## src/knn_pkg.sv

```systemverilog
// Shared types, constants, command and status structs of the k-nearest-neighbour classifier
`default_nettype none
package knn_pkg;

  localparam int MaxSamples = 256;
  localparam int MaxDim     = 16;
  localparam int MaxK       = 16;
  localparam int NumClasses = 16;
  localparam int FeatBits   = 16;

  localparam int SampleW   = $clog2(MaxSamples);
  localparam int CountW    = SampleW + 1;
  localparam int DimW      = $clog2(MaxDim);
  localparam int LenW      = DimW + 1;
  localparam int KIdxW     = $clog2(MaxK);
  localparam int KW        = KIdxW + 1;
  localparam int ClassW    = $clog2(NumClasses);
  localparam int DistW     = 36;
  localparam int CfgW      = 5;
  localparam int FeatAddrW = SampleW + DimW;
  localparam int LabW      = LenW + ClassW;
  localparam int InDataW   = 24;
  localparam int OutDataW  = 40;

  localparam logic [DistW-1:0] DistCap = '1;

  typedef enum logic [1:0] {
    OP_TRAIN = 2'd0,
    OP_CLEAR = 2'd1,
    OP_QUERY = 2'd2,
    OP_NONE  = 2'd3
  } opcode_e;

  typedef enum logic [1:0] {
    ST_OK   = 2'd0,
    ST_FEW  = 2'd1,
    ST_FULL = 2'd2
  } status_e;

  typedef enum logic [0:0] {
    CFG_NEIGHBOR_COUNT = 1'b0,
    CFG_VECTOR_LENGTH  = 1'b1
  } cfg_idx_e;

  typedef enum logic [2:0] {
    S_IDLE,
    S_WALK,
    S_DRAIN,
    S_TALLY,
    S_SCAN,
    S_DONE
  } ctrl_state_e;

  typedef struct packed {
    logic                 feat_we;
    logic [FeatAddrW-1:0] feat_waddr;
    logic                 lab_we;
    logic [SampleW-1:0]   lab_waddr;
    logic [LenW-1:0]      lab_len;
    logic [ClassW-1:0]    lab_class;
    logic                 q_we;
    logic [DimW-1:0]      q_idx;
    logic                 qlen_we;
    logic [LenW-1:0]      qlen;
    logic                 rd_en;
    logic [SampleW-1:0]   rd_sample;
    logic [DimW-1:0]      rd_elem;
    logic                 rd_first;
    logic                 rd_last;
    logic                 best_clr;
    logic [KW-1:0]        kk;
    logic                 tally_clr;
    logic                 tally_en;
    logic [KIdxW-1:0]     tally_idx;
    logic                 scan_en;
    logic [ClassW-1:0]    scan_idx;
    logic                 out_load;
    logic                 out_normal;
    status_e              out_status;
  } dp_cmd_t;

  typedef struct packed {
    logic pipe_busy;
    logic out_free;
  } dp_stat_t;

endpackage
`default_nettype wire

```

## src/knn_ctrl.sv

```systemverilog
// Controller: element loading, sample walk, tally and scan sequencing
`default_nettype none
module knn_ctrl (
  input  wire logic                        clk_i,
  input  wire logic                        rst_ni,
  input  wire logic                        in_valid_i,
  output logic                             in_ready_o,
  input  wire knn_pkg::opcode_e            opcode_i,
  input  wire logic [knn_pkg::ClassW-1:0]  class_label_i,
  input  wire logic                        end_of_vector_i,
  input  wire logic [knn_pkg::KW-1:0]      k_eff_i,
  input  wire logic [knn_pkg::LenW-1:0]    len_eff_i,
  input  wire knn_pkg::dp_stat_t           stat_i,
  output knn_pkg::dp_cmd_t                 cmd_o
);
  import knn_pkg::*;

  ctrl_state_e        state_q, state_d;
  logic [CountW-1:0]  count_q, count_d;
  logic [DimW-1:0]    elem_q, elem_d;
  opcode_e            kind_q, kind_d;
  logic [SampleW-1:0] s_q, s_d;
  logic [DimW-1:0]    i_q, i_d;
  logic [KIdxW-1:0]   j_q, j_d;
  logic [ClassW-1:0]  c_q, c_d;
  logic [KW-1:0]      kk_q, kk_d;
  logic               few_q, few_d;

  logic [DimW-1:0] idx;
  logic [LenW-1:0] idx_inc;
  logic            last, full, i_last, s_last, accept;

  always_ff @(posedge clk_i or negedge rst_ni) begin
    if (!rst_ni) begin
      state_q <= S_IDLE;
      count_q <= '0;
      elem_q  <= '0;
      kind_q  <= OP_TRAIN;
      s_q     <= '0;
      i_q     <= '0;
      j_q     <= '0;
      c_q     <= '0;
      kk_q    <= KW'(1);
      few_q   <= 1'b0;
    end else begin
      state_q <= state_d;
      count_q <= count_d;
      elem_q  <= elem_d;
      kind_q  <= kind_d;
      s_q     <= s_d;
      i_q     <= i_d;
      j_q     <= j_d;
      c_q     <= c_d;
      kk_q    <= kk_d;
      few_q   <= few_d;
    end
  end

  always_comb begin
    state_d = state_q;
    count_d = count_q;
    elem_d  = elem_q;
    kind_d  = kind_q;
    s_d     = s_q;
    i_d     = i_q;
    j_d     = j_q;
    c_d     = c_q;
    kk_d    = kk_q;
    few_d   = few_q;

    cmd_o            = '0;
    cmd_o.kk         = kk_q;
    cmd_o.rd_sample  = s_q;
    cmd_o.rd_elem    = i_q;
    cmd_o.tally_idx  = j_q;
    cmd_o.scan_idx   = c_q;
    cmd_o.out_status = few_q ? ST_FEW : ST_OK;
    in_ready_o       = 1'b0;

    // a load of the other kind drops a partial vector
    idx     = (elem_q != '0 && opcode_i != kind_q) ? '0 : elem_q;
    idx_inc = {1'b0, idx} + 1'b1;
    last    = end_of_vector_i || (idx_inc >= len_eff_i);
    full    = count_q >= CountW'(MaxSamples);
    i_last  = ({1'b0, i_q} + 1'b1) >= len_eff_i;
    s_last  = ({1'b0, s_q} + 1'b1) == count_q;
    accept  = 1'b0;

    case (state_q)
      S_IDLE: begin
        in_ready_o = stat_i.out_free;
        accept     = in_valid_i && stat_i.out_free;
        if (accept) begin
          case (opcode_i)
            OP_CLEAR: begin
              count_d = '0;
              elem_d  = '0;
            end
            OP_TRAIN: begin
              kind_d           = OP_TRAIN;
              cmd_o.feat_we    = !full;
              cmd_o.feat_waddr = {count_q[SampleW-1:0], idx};
              if (last) begin
                elem_d = '0;
                if (full) begin
                  cmd_o.out_load   = 1'b1;
                  cmd_o.out_status = ST_FULL;
                end else begin
                  cmd_o.lab_we    = 1'b1;
                  cmd_o.lab_waddr = count_q[SampleW-1:0];
                  cmd_o.lab_len   = idx_inc;
                  cmd_o.lab_class = class_label_i;
                  count_d         = count_q + 1'b1;
                end
              end else begin
                elem_d = idx_inc[DimW-1:0];
              end
            end
            OP_QUERY: begin
              kind_d      = OP_QUERY;
              cmd_o.q_we  = 1'b1;
              cmd_o.q_idx = idx;
              if (last) begin
                elem_d        = '0;
                cmd_o.qlen_we = 1'b1;
                cmd_o.qlen    = idx_inc;
                if (count_q == '0) begin
                  cmd_o.out_load   = 1'b1;
                  cmd_o.out_status = ST_FEW;
                end else begin
                  few_d          = CountW'(k_eff_i) > count_q;
                  kk_d           = (CountW'(k_eff_i) > count_q) ? count_q[KW-1:0] : k_eff_i;
                  cmd_o.best_clr = 1'b1;
                  s_d            = '0;
                  i_d            = '0;
                  state_d        = S_WALK;
                end
              end else begin
                elem_d = idx_inc[DimW-1:0];
              end
            end
            default: begin
            end
          endcase
        end
      end
      S_WALK: begin
        cmd_o.rd_en    = 1'b1;
        cmd_o.rd_first = i_q == '0;
        cmd_o.rd_last  = i_last;
        if (i_last) begin
          i_d = '0;
          if (s_last) begin
            state_d = S_DRAIN;
          end else begin
            s_d = s_q + 1'b1;
          end
        end else begin
          i_d = i_q + 1'b1;
        end
      end
      S_DRAIN: begin
        if (!stat_i.pipe_busy) begin
          cmd_o.tally_clr = 1'b1;
          j_d             = '0;
          state_d         = S_TALLY;
        end
      end
      S_TALLY: begin
        cmd_o.tally_en = 1'b1;
        j_d            = j_q + 1'b1;
        if ((KW'(j_q) + 1'b1) >= kk_q) begin
          c_d     = '0;
          state_d = S_SCAN;
        end
      end
      S_SCAN: begin
        cmd_o.scan_en = 1'b1;
        c_d           = c_q + 1'b1;
        if (c_q == ClassW'(NumClasses - 1)) begin
          state_d = S_DONE;
        end
      end
      S_DONE: begin
        if (stat_i.out_free) begin
          cmd_o.out_load   = 1'b1;
          cmd_o.out_normal = 1'b1;
          state_d          = S_IDLE;
        end
      end
      default: begin
        state_d = S_IDLE;
      end
    endcase
  end

endmodule
`default_nettype wire

```

## config.mk

```make
export PLATFORM = sky130hd
export DESIGN_NAME = knn_ctrl
export DESIGN_NICKNAME = d
export VERILOG_FILES = /design/src/knn_pkg.sv /design/src/knn_ctrl.sv
export SDC_FILE = /design/constraint.sdc
export NUM_CORES = 1
export LEC_CHECK = 0
export ABC_CLOCK_PERIOD_IN_PS = 5200
export BUFFER_PORTS_ARGS = -buffer_cell sky130_fd_sc_hd__buf_2
export CORE_UTILIZATION = 58
export DETAILED_ROUTE_END_ITERATION = 7
export GPL_TIMING_DRIVEN = 0
export PLACE_DENSITY = 0.95
export SYNTH_ARGS = -nofsm -noshare
export SYNTH_HDL_FRONTEND = slang
export SYNTH_SLANG_ARGS = --single-unit
```

## constraint.sdc

```tcl
create_clock -name clk_i -period 5.2 [get_ports clk_i]
set_input_delay 0 -clock clk_i [delete_from_list [all_inputs] [get_ports clk_i]]
set_output_delay 0 -clock clk_i [all_outputs]
set_load 0.02 [all_outputs]
```

==> metrics list <==
- Fin Hold WS: -0.00331 ns
- TritonCTS built the clock tree.
- After global routing the overflow that remains totals 0.
* Share of cells above drive strength 1: 25.6%
- The largest single stage delay on the critical path is 0.46 ns.
- # DRC: 0
- Summed over all cells, the static leakage comes to 2.31 nW.
- The final reports fail on hold timing.
* Worst min path class: input port to flip-flop
- Post-DR wirelength/cell: 16.1 µm
* Post-DP Area: 4240 µm²
- Final setup skew: 0.0106 ns
- Sort of element at the end of the critical path: output port
- Number of buffers inserted to repair setup after CTS: 0
- Clock edge transition at the registers on the reported setup and hold paths: 0.10 ns
- The die is 81.3 µm wide.
* Initial detailed-routing violation count: 518
- Clock sink total: 43
* Normalized max-slew margin: 34.6%
- Hold Vio Cnt, Final: 1
- Result of the run: complete, but fails checks
- Timing startpoint of the critical path: kind_q[1]
* Number of H-tree levels: 2
* Worst IR Drop VDD: 0.248 mV
- Nature of the critical path startpoint: flip-flop
- 0 antenna diodes ended up in the layout.
- The startpoint identified for the worst register-to-register timing path is kind_q[1].
- Data arrival time of the critical path: 4.20 ns
- Final Routed Wirelength: 10,200 µm
- Counting along the longest clock path gives a buffer depth of 2.
- Setup repair after global routing left no endpoint under its margin.
* Number of synthesized flops with an enable pin: 0
- The floorplan step defined a die boundary enclosing 6610 µm².
- Vias per Instance: 6.29
- Detailed-route via count: 4,009
* Max-slew violation count: 0
- The initial utilization of the core area, before any placement, comes to 60.9%.
- The share of the Yosys chip area taken by registers is 29.5%.
* Latest clock arrival within the worst-skew pair: 0.31 ns
* Final ANT Viol Nets: 0
- Length of the first detailed-routing pass in iterations: 5
- Counting flops with an async set or reset pin after synthesis yields a share of 100%.
* Final RePlAce weighted congestion: 0.950
- Flops & latches, synth: 43
* HPWL reported at the end of detailed placement: 7670 µm
- Critical path's slowest cell: sky130_fd_sc_hd__a31oi_1
- For this design the ratio of total power to cell area is 346 nW/µm².
- For the worst flop-to-flop path, the logic depth is 15.
- Of all nets on the critical path, the largest fanout is 10.
- The number of gates resized after CTS was 0.
- Final instance area: 4360 µm²
- Die outline height: 81.3 µm
- Max-cap violations in this run came to 0.
- After the last flow step, the layout net total stands at 611.
- Leading register cell type out of synthesis: sky130_fd_sc_hd__dfrtp_1
* Minimum setup slack among reg-to-reg paths: 1.46 ns
- The worst setup path is of the flip-flop to output port kind.
- The endpoint identified for the worst register-to-register timing path is count_q[3].
- Port-buffer cells: 99
- Most common cell on crit path: sky130_fd_sc_hd__nor2_1
- For the pin with the worst max-slew slack, the measured transition is 0.981 ns.
- Number of global-route vias before repair: 3,762
- Synthesis produced a netlist whose cell count is 454.
- Counting the buffers created by CTS gives 5.
- Wire length of the first global-routing pass: 16,500 µm
* Post-synth net total: 504
- The final critical path takes up 80.8% of the cycle.
* Area of the mapped netlist: 3650 µm²
* Minimum clock period: 4.20 ns
- Yosys printed 0 warnings.
* Setup TNS Final: 0 ns
* Top achievable clock speed: 238 MHz
* Standard-cell rows: 28
- Mean post-synth cell area: 8.04 µm²
- Ordered cell list for the critical path: xor2_1 -> nor2_1 -> nand2_1 -> inv_1 -> ha_1 -> xor2_1 -> inv_1 -> ha_1 -> a21oi_1 -> o21ai_0 -> a31oi_1 -> nor2_1 -> nand2_1 -> clkbuf_1 -> nor2_1 -> buf_2
- The tree is rooted in a sky130_fd_sc_hd__clkbuf_8.
- Count of pins on the block boundary: 101
- Placeable core region: 5990 µm²
* Required time worst endpoint: 5.20 ns
* Hold buffer count at cts: 1
- Setup violations remaining at the end of the flow were counted as 0.
- End of the critical path: cmd_o[63]
- Area added between synthesis and finish: 19.6%
* Antenna violations before repair: 0
- Global-route total usage across every layer: 31.9%
- Count of unique library cells instantiated by Yosys: 63
- Pin count of the biggest net entering global routing: 44
[logic make-up (layout without fill, tap and decap cells)]
logic type | Yosys count | count (layout) | share of synthesized area, %
compound gates | 95 | 95 | 18.5
flops | 43 | 43 | 29.5
fa+ha+maj | 28 | 28 | 9.60
buf+inv | 61 | 169 | 7.40
mux | 11 | 11 | 3.12
simple gates | 199 | 199 | 27.8
xor+xnor | 17 | 17 | 4.08
[cell usage in the layout, fill, tap and decap left out, drive strengths merged, types with 9 or more instances in the layout]
cell / Yosys / routed
nor3: 11 / 11
ha: 28 / 28
nand4: 14 / 14
nand3: 14 / 14
inv: 36 / 37
nor2: 62 / 62
and2: 12 / 12
clkbuf: 11 / 16
o21ai: 28 / 28
nand2: 48 / 48
a21oi: 15 / 15
xnor2: 9 / 9
dfrtp: 42 / 42
buf: 11 / 110
[synthesized netlist by cell type, drive strengths merged, types with 5 or more instances]
master	number	area, µm²
ha	28	350
a22o	5	43.8
clkbuf	11	42.5
mux2i	8	80.1
nand2	48	188
nand3	14	82.6
xor2	8	70.1
buf	11	76.3
and3	8	50.1
inv	36	135
a31oi	5	31.3
nor3	11	71.3
nor2	62	233
a31o	5	43.8
xnor2	9	78.8
or3	5	36.3
o21ai	28	140
and2	12	75.1
dfrtp	42	1050
a21oi	15	75.1
nand4	14	87.6
[registers in the layout, summed over array words and instances, names as in the netlist]
signal,flops
count_q,9
s_q,8
kk_q,5
c_q,4
elem_q,4
i_q,4
j_q,4
state_q,3
few_q,1
kind_q,1
[report_power, final]
group          switching, W  internal (W)  total [W]
clock              0.000136      0.000145   0.000281
combinational      0.000452      0.000325   0.000777
sequential        0.0000682      0.000382   0.000450
[area by class of cell]
cell class,instances,area [µm²]
fillers,457,1630
multi-input cells,350,2300
well taps,75,93.8
flip-flops and latches,43,1080
repair buffers,100,505
inverters,39,151
clock inverters,3,46.3
clock buffers,5,68.8
plain buffers,22,119
[per-layer routing]
metal	GRT usage (%)	share of wire, %	vias to the layer above
met4	13.2	3.0	0
met5	0	0	-
met1	38.3	39	1896
li1	-	-	1827
met2	55.8	49	244
met3	5.39	9.4	42
[critical path: cells and delay by family, from the launching register on]
kind / cells / cell delay (ns)
compound gates: 3 / 0.69
xor+xnor: 2 / 0.49
fa+ha+maj: 2 / 0.50
buf+inv: 4 / 0.79
flops: 1 / 0.43
simple gates: 5 / 0.98
[per-stage QoR]
stage	worst slack, ns	hold WS, ns	instances	utilization [%]	total power (W)
2_1_floorplan	2.03	-0.296	454	-	0.00101
3_3_place_gp	1.53	0.195	628	70.8	0.00117
3_5_place_dp	1.40	0.209	628	70.8	0.00121
4_1_cts	1.09	0.000111	637	72.8	0.00149
5_1_grt	0.731	0.0240	637	72.8	0.00160
6_report	0.998	-0.00331	637	72.8	0.00151
[worst min path at each step]
stage,start,end,slack (ns),cells past startpoint
floorplan,rst_ni,c_q[0],-0.30,0
detailed placement,rst_ni,c_q[1],0.21,1
finish,opcode_i[1],kind_q[1],-0.003,3
CTS,opcode_i[1],kind_q[1],0.0001,3
global route,opcode_i[1],kind_q[1],0.02,3
global placement,rst_ni,c_q[2],0.20,1
No activity file was read; power rests on OpenSTA's default activity.
